`config.mk`:
```
export PLATFORM = sky130hd
export DESIGN_NAME = char_lcd_shadow_updater
export DESIGN_NICKNAME = d
export VERILOG_FILES = /design/src/rtl/clsu_pkg.sv /design/src/rtl/char_lcd_shadow_updater.sv
export VERILOG_INCLUDE_DIRS = /design/src /design/src/rtl
export SDC_FILE = /design/constraint.sdc
export NUM_CORES = 1
export LEC_CHECK = 0
export ABC_AREA = 1
export BUFFER_PORTS_ARGS = -buffer_cell sky130_fd_sc_hd__buf_2
export CAP_MARGIN = 10
export CORE_ASPECT_RATIO = 0.6
export CORE_UTILIZATION = 31
export DETAILED_ROUTE_END_ITERATION = 16
export PLACE_DENSITY_LB_ADDON = 0.3
export SKIP_LAST_GASP = 1
export SLEW_MARGIN = 5
export SYNTH_ARGS = -nofsm -noshare
export SYNTH_HDL_FRONTEND = slang
export SYNTH_SLANG_ARGS = --single-unit
```
`constraint.sdc`:
```
create_clock -name clock -period 14 [get_ports clock]
set_input_delay 2.8 -clock clock [delete_from_list [all_inputs] [get_ports clock]]
set_output_delay 2.8 -clock clock [all_outputs]
set_load 0.05 [all_outputs]
```
`src/rtl/char_lcd_shadow_updater_assert.svh`:
```
// Assertion macros for the character LCD shadow updater.
`ifndef CHAR_LCD_SHADOW_UPDATER_ASSERT_SVH
`define CHAR_LCD_SHADOW_UPDATER_ASSERT_SVH
`ifndef SYNTHESIS
`define CLSU_ASSERT_IMPLY(label, clk, rst, ante, cons) \
   label: assert property (@(posedge clk) disable iff (rst) (ante) |-> (cons)) \
      else $error("assertion failed");
`define CLSU_ASSERT_NEXT(label, clk, rst, ante, cons) \
   label: assert property (@(posedge clk) disable iff (rst) (ante) |=> (cons)) \
      else $error("assertion failed");
`else
`define CLSU_ASSERT_IMPLY(label, clk, rst, ante, cons)
`define CLSU_ASSERT_NEXT(label, clk, rst, ante, cons)
`endif
`endif

```
`src/rtl/clsu_pkg.sv`:
```
// Types and constants for the character LCD shadow updater.
`default_nettype none
package clsu_pkg;

   typedef enum logic [1:0] {
      CMD_WRITE_CHAR = 2'd0,
      CMD_CLEAR      = 2'd1,
      CMD_BACKLIGHT  = 2'd2,
      CMD_INIT       = 2'd3
   } cmd_type;

   typedef struct packed {
      cmd_type    cmd;
      logic [4:0] col;
      logic [1:0] row;
      logic [7:0] ch;
      logic       backlight_on;
   } req_type;

   typedef struct packed {
      logic [6:0] target_address;
      logic [7:0] bus_byte;
      logic       last;
   } rsp_type;

   localparam logic [1:0] CSR_COLS = 2'd0;
   localparam logic [1:0] CSR_ROWS = 2'd1;
   localparam logic [1:0] CSR_ADDR = 2'd2;

   localparam logic [4:0] COLS_RESET = 5'd16;
   localparam logic [2:0] ROWS_RESET = 3'd2;
   localparam logic [6:0] ADDR_RESET = 7'd39;

   localparam int SEQ_NIBBLES = 12;
   localparam int NIB_QW      = 4 * SEQ_NIBBLES;

   localparam logic [NIB_QW-1:0]      INIT_SEQ   = 48'h3332_280C_0106;
   localparam logic [SEQ_NIBBLES-1:0] WRITE_RS   = 12'h300;
   localparam logic [7:0]             CLEAR_BYTE = 8'h01;
   localparam logic [7:0]             SPACE_CHAR = 8'h20;
   localparam logic [7:0]             DDRAM_CMD  = 8'h80;

   function automatic logic [7:0] row_base(input logic [1:0] row);
      logic [7:0] base;
      case (row)
         2'd0:    base = 8'h00;
         2'd1:    base = 8'h40;
         2'd2:    base = 8'h14;
         2'd3:    base = 8'h54;
         default: base = 8'h00;
      endcase
      return base;
   endfunction

endpackage
`default_nettype wire

```
`src/rtl/char_lcd_shadow_updater.sv`:
```
// Top level of the character LCD shadow updater: command sequencer and shadow memory.
//
//   channel  ports                            direction  contents
//   req      req_valid/req_ready/req_data     in         one command transaction
//   rsp      rsp_valid/rsp_ready/rsp_data     out        one expander byte per transaction
//   csr      csr_we/csr_index/csr_wdata       in         geometry and bus address writes
//
// One byte per cycle leaves the nibble shift queue while rsp_ready is high.
// Write char: shadow read and compare, then 12 bytes; a dropped write emits no bytes.
// Clear emits 6 bytes, set backlight 1, initialise 37.
// Reset is synchronous; the shadow reads as spaces through per-entry valid bits.
// A stalled rsp holds the output register and the queue; req_ready is low until the run ends.
`default_nettype none
`include "char_lcd_shadow_updater_assert.svh"
module char_lcd_shadow_updater
   import clsu_pkg::*;
#(
   parameter int MAX_COLS = 20,
   parameter int MAX_ROWS = 4
) (
   input  wire logic       clock,
   input  wire logic       reset,
   input  wire logic       req_valid,
   output      logic       req_ready,
   input  wire req_type    req_data,
   output      logic       rsp_valid,
   input  wire logic       rsp_ready,
   output      rsp_type    rsp_data,
   input  wire logic       csr_we,
   input  wire logic [1:0] csr_index,
   input  wire logic [6:0] csr_wdata
);

   localparam int Depth = MAX_ROWS * MAX_COLS;
   localparam int IdxW  = (Depth > 1) ? $clog2(Depth) : 1;

   typedef enum logic [2:0] {
      ST_IDLE = 3'b001,
      ST_CMP  = 3'b010,
      ST_EMIT = 3'b100
   } state_type;

   state_type               state_ff, state_in;
   logic [4:0]              cols_ff;
   logic [2:0]              rows_ff;
   logic [6:0]              addr_ff;
   logic                    bl_ff, bl_in;
   logic                    init_ff, init_in;
   logic [Depth-1:0]        vld_ff, vld_in;
   logic [IdxW-1:0]         idx_ff, idx_in;
   logic [7:0]              ch_ff, ch_in;
   logic [7:0]              cmd_addr_ff, cmd_addr_in;
   logic [7:0]              rd_data_ff;
   logic                    hit_vld_ff;
   logic [NIB_QW-1:0]       nib_q_ff, nib_q_in;
   logic [SEQ_NIBBLES-1:0]  rs_q_ff, rs_q_in;
   logic [3:0]              nib_left_ff, nib_left_in;
   logic [1:0]              phase_ff, phase_in;
   logic                    lone_ff, lone_in;
   logic                    rsp_valid_ff, rsp_valid_in;
   rsp_type                 rsp_data_ff, rsp_data_in;
   logic [7:0]              shadow_mem [Depth];

   logic                    req_accept;
   logic                    in_range;
   logic [IdxW-1:0]         req_idx;
   logic                    mem_we;
   logic                    out_free;
   logic [7:0]              shadow_ch;
   logic [7:0]              nib_byte;

   assign req_ready  = (state_ff == ST_IDLE);
   assign req_accept = req_valid && req_ready;
   assign rsp_valid  = rsp_valid_ff;
   assign rsp_data   = rsp_data_ff;
   assign out_free   = !rsp_valid_ff || rsp_ready;

   assign in_range = ({1'b0, req_data.row} < rows_ff) && (req_data.col < cols_ff)
                     && (int'(req_data.row) < MAX_ROWS) && (int'(req_data.col) < MAX_COLS);
   assign req_idx  = IdxW'(int'(req_data.row) * MAX_COLS + int'(req_data.col));

   assign shadow_ch = hit_vld_ff ? rd_data_ff : SPACE_CHAR;
   assign nib_byte  = {nib_q_ff[NIB_QW-1 -: 4], bl_ff, (phase_ff == 2'd1), 1'b0,
                       rs_q_ff[SEQ_NIBBLES-1]};

   always_comb begin
      state_in     = state_ff;
      bl_in        = bl_ff;
      init_in      = init_ff;
      vld_in       = vld_ff;
      idx_in       = idx_ff;
      ch_in        = ch_ff;
      cmd_addr_in  = cmd_addr_ff;
      nib_q_in     = nib_q_ff;
      rs_q_in      = rs_q_ff;
      nib_left_in  = nib_left_ff;
      phase_in     = phase_ff;
      lone_in      = lone_ff;
      rsp_valid_in = rsp_valid_ff && !rsp_ready;
      rsp_data_in  = rsp_data_ff;
      mem_we       = 1'b0;
      case (state_ff)
         ST_IDLE: begin
            if (req_accept) begin
               phase_in = 2'd0;
               case (req_data.cmd)
                  CMD_WRITE_CHAR: begin
                     if (in_range) begin
                        idx_in      = req_idx;
                        ch_in       = req_data.ch;
                        cmd_addr_in = DDRAM_CMD | (8'(req_data.col) + row_base(req_data.row));
                        state_in    = ST_CMP;
                     end
                  end
                  CMD_CLEAR: begin
                     nib_q_in    = {CLEAR_BYTE, {(NIB_QW-8){1'b0}}};
                     rs_q_in     = '0;
                     nib_left_in = 4'd2;
                     lone_in     = 1'b0;
                     if (init_ff) begin
                        vld_in = '0;
                     end
                     state_in    = ST_EMIT;
                  end
                  CMD_BACKLIGHT: begin
                     bl_in       = req_data.backlight_on;
                     nib_left_in = 4'd0;
                     lone_in     = 1'b1;
                     state_in    = ST_EMIT;
                  end
                  CMD_INIT: begin
                     nib_q_in    = INIT_SEQ;
                     rs_q_in     = '0;
                     nib_left_in = 4'(SEQ_NIBBLES);
                     lone_in     = 1'b1;
                     vld_in      = '0;
                     init_in     = 1'b1;
                     state_in    = ST_EMIT;
                  end
                  default: begin
                     state_in = ST_IDLE;
                  end
               endcase
            end
         end
         ST_CMP: begin
            if (shadow_ch == ch_ff) begin
               state_in = ST_IDLE;
            end else begin
               mem_we         = 1'b1;
               vld_in[idx_ff] = 1'b1;
               nib_q_in       = {cmd_addr_ff, ch_ff, {(NIB_QW-16){1'b0}}};
               rs_q_in        = WRITE_RS;
               nib_left_in    = 4'd4;
               lone_in        = 1'b0;
               state_in       = ST_EMIT;
            end
         end
         ST_EMIT: begin
            if (out_free) begin
               rsp_valid_in               = 1'b1;
               rsp_data_in.target_address = addr_ff;
               if (lone_ff) begin
                  rsp_data_in.bus_byte = {4'd0, bl_ff, 3'd0};
                  rsp_data_in.last     = (nib_left_ff == 4'd0);
                  lone_in              = 1'b0;
                  if (nib_left_ff == 4'd0) begin
                     state_in = ST_IDLE;
                  end
               end else begin
                  rsp_data_in.bus_byte = nib_byte;
                  rsp_data_in.last     = (nib_left_ff == 4'd1) && (phase_ff == 2'd2);
                  if (phase_ff == 2'd2) begin
                     phase_in    = 2'd0;
                     nib_q_in    = {nib_q_ff[NIB_QW-5:0], 4'd0};
                     rs_q_in     = {rs_q_ff[SEQ_NIBBLES-2:0], 1'b0};
                     nib_left_in = nib_left_ff - 4'd1;
                     if (nib_left_ff == 4'd1) begin
                        state_in = ST_IDLE;
                     end
                  end else begin
                     phase_in = phase_ff + 2'd1;
                  end
               end
            end
         end
         default: begin
            state_in = ST_IDLE;
         end
      endcase
   end

   always_ff @(posedge clock) begin
      if (reset) begin
         state_ff     <= ST_IDLE;
         bl_ff        <= 1'b0;
         init_ff      <= 1'b0;
         vld_ff       <= '0;
         nib_left_ff  <= 4'd0;
         phase_ff     <= 2'd0;
         lone_ff      <= 1'b0;
         rsp_valid_ff <= 1'b0;
      end else begin
         state_ff     <= state_in;
         bl_ff        <= bl_in;
         init_ff      <= init_in;
         vld_ff       <= vld_in;
         nib_left_ff  <= nib_left_in;
         phase_ff     <= phase_in;
         lone_ff      <= lone_in;
         rsp_valid_ff <= rsp_valid_in;
      end
   end

   always_ff @(posedge clock) begin
      idx_ff      <= idx_in;
      ch_ff       <= ch_in;
      cmd_addr_ff <= cmd_addr_in;
      nib_q_ff    <= nib_q_in;
      rs_q_ff     <= rs_q_in;
      rsp_data_ff <= rsp_data_in;
   end

   always_ff @(posedge clock) begin
      if (reset) begin
         cols_ff <= COLS_RESET;
         rows_ff <= ROWS_RESET;
         addr_ff <= ADDR_RESET;
      end else if (csr_we) begin
         case (csr_index)
            CSR_COLS: cols_ff <= csr_wdata[4:0];
            CSR_ROWS: rows_ff <= csr_wdata[2:0];
            CSR_ADDR: addr_ff <= csr_wdata;
            default:  cols_ff <= cols_ff;
         endcase
      end
   end

   always_ff @(posedge clock) begin
      if (mem_we) begin
         shadow_mem[idx_ff] <= ch_ff;
      end
      if (req_accept && in_range) begin
         rd_data_ff <= shadow_mem[req_idx];
         hit_vld_ff <= vld_ff[req_idx];
      end
   end

   `CLSU_ASSERT_IMPLY(a_emit_has_work, clock, reset, state_ff == ST_EMIT, lone_ff || (nib_left_ff != 4'd0))
   `CLSU_ASSERT_NEXT(a_write_goes_through_compare, clock, reset, req_accept && (req_data.cmd == CMD_WRITE_CHAR), state_ff != ST_EMIT)
   `CLSU_ASSERT_IMPLY(a_queue_bounded, clock, reset, 1'b1, nib_left_ff <= 4'(SEQ_NIBBLES))

endmodule
`default_nettype wire

```
==> results.sh <==
export IMPL_status="completed"
export IMPL_grt_pass1_vias=22300
export IMPL_holdCritPathClass="reg -> reg"
export IMPL_pin_count=50
export IMPL_core_rowCount=95
export IMPL_switching_share_pct=26.2
export IMPL_power_density_nw_per_um2=139
export IMPL_hp_start="addr_ff[0]"
export IMPL_yosys_top_cells_count="nand2_1, edfxtp_1, nand3_1"
export IMPL_dr_total_vias=24600
export IMPL_syn_to_final_growth_pct=12.8
export IMPL_fillers=11200
export IMPL_period_share_pct=41.8
export IMPL_cts_root_buf="clkbuf_16"
export IMPL_start_util_pct=31.3
export IMPL_clk_pin_slew_worst_paths_ns=0.07
export IMPL_avgSynthCellArea_um2=10.5
export IMPL_clockPowerShare_pct=37.8
export IMPL_p_int_mw=4.05
export IMPL_post_synth_top_count_cell="nand2_1"
export IMPL_rsz0062_at_grt="false"
export IMPL_hold_buffers=0
export IMPL_fmax_ghz=0.171
export IMPL_maxCapViolCount=0
export IMPL_worstMarginPinSlew_ns=1.24
export IMPL_drc_errors=0
export IMPL_track_usage_pct=17.8
export IMPL_yosysUniqueCellTypes=45
export IMPL_gp_congestion=0.878
export IMPL_r2r_start="hit_vld_ff"
export IMPL_cp_max_fo=48
export IMPL_power_leakage_nw=14.5
export IMPL_syn_area_um2=35000
export IMPL_syn_nets=3367
export IMPL_die_area_um2=114000
export IMPL_ant_nets=0
export IMPL_clock_path_buffers=3
export IMPL_clock_latency_ns=0.66
export IMPL_cp_start_kind="primary input"
export IMPL_synth_area_top_cells="edfxtp_1, nand2_1, nand3_1"
export IMPL_power_switching_mw=1.43
export IMPL_crit_path_end_kind="flop"
export IMPL_synth_edf_count=718
export IMPL_hold_path_depth=0
export IMPL_cts_tree="yes"
export IMPL_ir_drop_v=0.0000965
export IMPL_setup_tns_final_ns=0
export IMPL_antenna_found_initial=3
export IMPL_drive_gt1_share_pct=9.14
export IMPL_slew_violations=0
export IMPL_gr_total_overflow=0
export IMPL_port_buffers=48
export IMPL_ys_warnings_count=0
export IMPL_fp_dieW_um=436
export IMPL_seqPwrFrac_pct=51.0
export IMPL_path_class="in -> reg"
export IMPL_firstDrtPassIters=6
export IMPL_diodes=0
export IMPL_skew_ns=0.0225
export IMPL_relSlewSlack_pct=16.5
export IMPL_drt_initial_drc_count=3176
export IMPL_grt_pass1_wl_um=153000
export IMPL_total_power_mw=5.48
export IMPL_cts_inserted_buffers=74
export IMPL_post_route_min_period_ns=5.86
export IMPL_coreArea_um2=112000
export IMPL_grt_start_max_net_pins=85
export IMPL_cts_htree_levels=3
export IMPL_yosysSeqAreaShare_pct=67.8
export IMPL_postCtsSetupRepairBufs=0
export IMPL_ff2ff_path_depth=8
export IMPL_synth_top_flop_cell="edfxtp_1"
export IMPL_routed_wl_um=104000
export IMPL_cts_num_sinks=826
export IMPL_crit_required_ns=14.41
export IMPL_r2r_end="shadow_mem[79][4]"
export IMPL_worstPathArrival_ns=6.27
export IMPL_netlist_instances=3320
export IMPL_drt_vias_per_instance=5.01
export IMPL_r2r_slack_ns=10.28
export IMPL_whs_endpoint="rsp_data[9]"
export IMPL_synth_area_leader_cell="edfxtp_1"
export IMPL_utilization_pct=35.3
export IMPL_synth_top_cell_area_share_pct=61.6
export IMPL_cts_resized=0
export IMPL_nNetsFinal=3403
export IMPL_ys_async_sr_fraction_pct=0
export IMPL_p_comb_share_pct=11.2
export IMPL_wl_per_cell_um=21.1
export IMPL_ys_ff_latch=826
export IMPL_setup_viol=0
export IMPL_die_h_um=262
export IMPL_hpwl_um=61000
export IMPL_hold_viol=0
-- critical path: stages --
cell and delay [ns]:
buf_2 0.14, ha_4 0.17, fa_2 0.51, buf_4 0.57, clkinv_1 0.70, buf_4 0.48
nand3_1 0.13, nand3_1 0.28, nand3_1 0.20, nand2_1 0.08, nand2_1 0.07, nand2_1 0.06
-- metrics by stage --
stage                     instance area (µm²)  cells  hold WS, ns  setup WS [ns]
after floorplan                         35000   3320        0.408           7.37
after global placement                  37000   4772        0.412           7.56
after detailed placement                37000   4775        0.414           7.53
after CTS                               39400   4907        0.431           8.24
after global routing                    39500   4915        0.443           7.97
final                                   39500   4915        0.433           8.14
-- area by class of cell --
cell class	count	area, µm²	area share [%]
Clock buffer	98	2060	5.20
Tap cell	1503	1880	4.76
Inverter	313	1190	3.01
Multi-Input combinational cell	1979	9240	23.4
Clock inverter	34	317	0.801
Sequential cell	826	23700	60.1
Timing Repair Buffer	162	1100	2.78
-- how the worst max path moves through the flow --
stage / start / end / slack (ns) / cells past startpoint
after floorplan: rsp_ready / nib_q_ff[16] / 7.37 / 4
after global placement: req_data[12] / rd_data_ff[0] / 7.56 / 13
after detailed placement: req_data[12] / rd_data_ff[0] / 7.53 / 13
after CTS: req_data[12] / rd_data_ff[0] / 8.24 / 13
after global routing: req_data[12] / rd_data_ff[2] / 7.97 / 12
final: req_data[9] / rd_data_ff[4] / 8.14 / 12
-- registers in the layout, indices dropped and copies added, names as in the netlist --
| name | count |
|---|---|
| addr_ff | 7 |
| bl_ff | 1 |
| ch_ff | 8 |
| cmd_addr_ff | 5 |
| cols_ff | 5 |
| hit_vld_ff | 1 |
| idx_ff | 7 |
| init_ff | 1 |
| lone_ff | 1 |
| nib_left_ff | 4 |
| nib_q_ff | 30 |
| phase_ff | 2 |
| rd_data_ff | 8 |
| rows_ff | 3 |
| rs_q_ff | 4 |
| rsp_data | 15 |
| rsp_valid | 1 |
| shadow_mem | 640 |
| state_ff | 3 |
| vld_ff | 80 |
-- layout by cell type, fill, tap and decap left out, types with 8 or more instances in the layout --
cell type,Yosys,final
o21ai_0,95,95
buf_2,81,51
inv_1,293,292
nand2_1,821,819
a21oi_1,104,103
ha_1,14,13
clkinv_1,6,22
inv_2,14,13
o21ai_1,11,11
buf_4,24,105
clkbuf_1,79,16
nor3_1,88,78
o211ai_1,54,54
o221ai_1,23,23
clkinv_2,0,8
nand3_1,476,476
o22ai_1,10,10
edfxtp_1,718,718
clkbuf_16,0,77
nor2_1,227,226
dfxtp_1,108,108
nor3_2,8,18
-- cell families after synthesis --
kind of cell	Yosys count	synth area share, %
AO/OA/AOI/OAI	317	5.43
XOR/XNOR	8	0.200
adder cells (fa/ha/maj)	15	0.558
buffers and inverters	515	6.09
flip-flops	826	67.8
other	1	0.0107
AND/OR/NAND/NOR	1638	19.9
-- power groups by stage --
stage / registers (mW) / clock network (mW) / logic (mW)
2_1_floorplan: 2.87 / 0 / 0.341
3_3_place_gp: 2.85 / 0 / 0.603
3_5_place_dp: 2.85 / 0 / 0.603
4_1_cts: 2.80 / 2.11 / 0.604
5_1_grt: 2.80 / 2.20 / 0.667
6_report: 2.80 / 2.07 / 0.615
-- layer usage --
layer	part of all wire, %	vias to the layer above	GRT usage, %
met5	0.16	-	1.03
met4	1.2	2	3.04
met3	12	100	6.62
met2	38	1043	22.0
met1	49	12100	28.5
li1	-	11400	-
No activity file was read; power rests on OpenSTA's default activity.
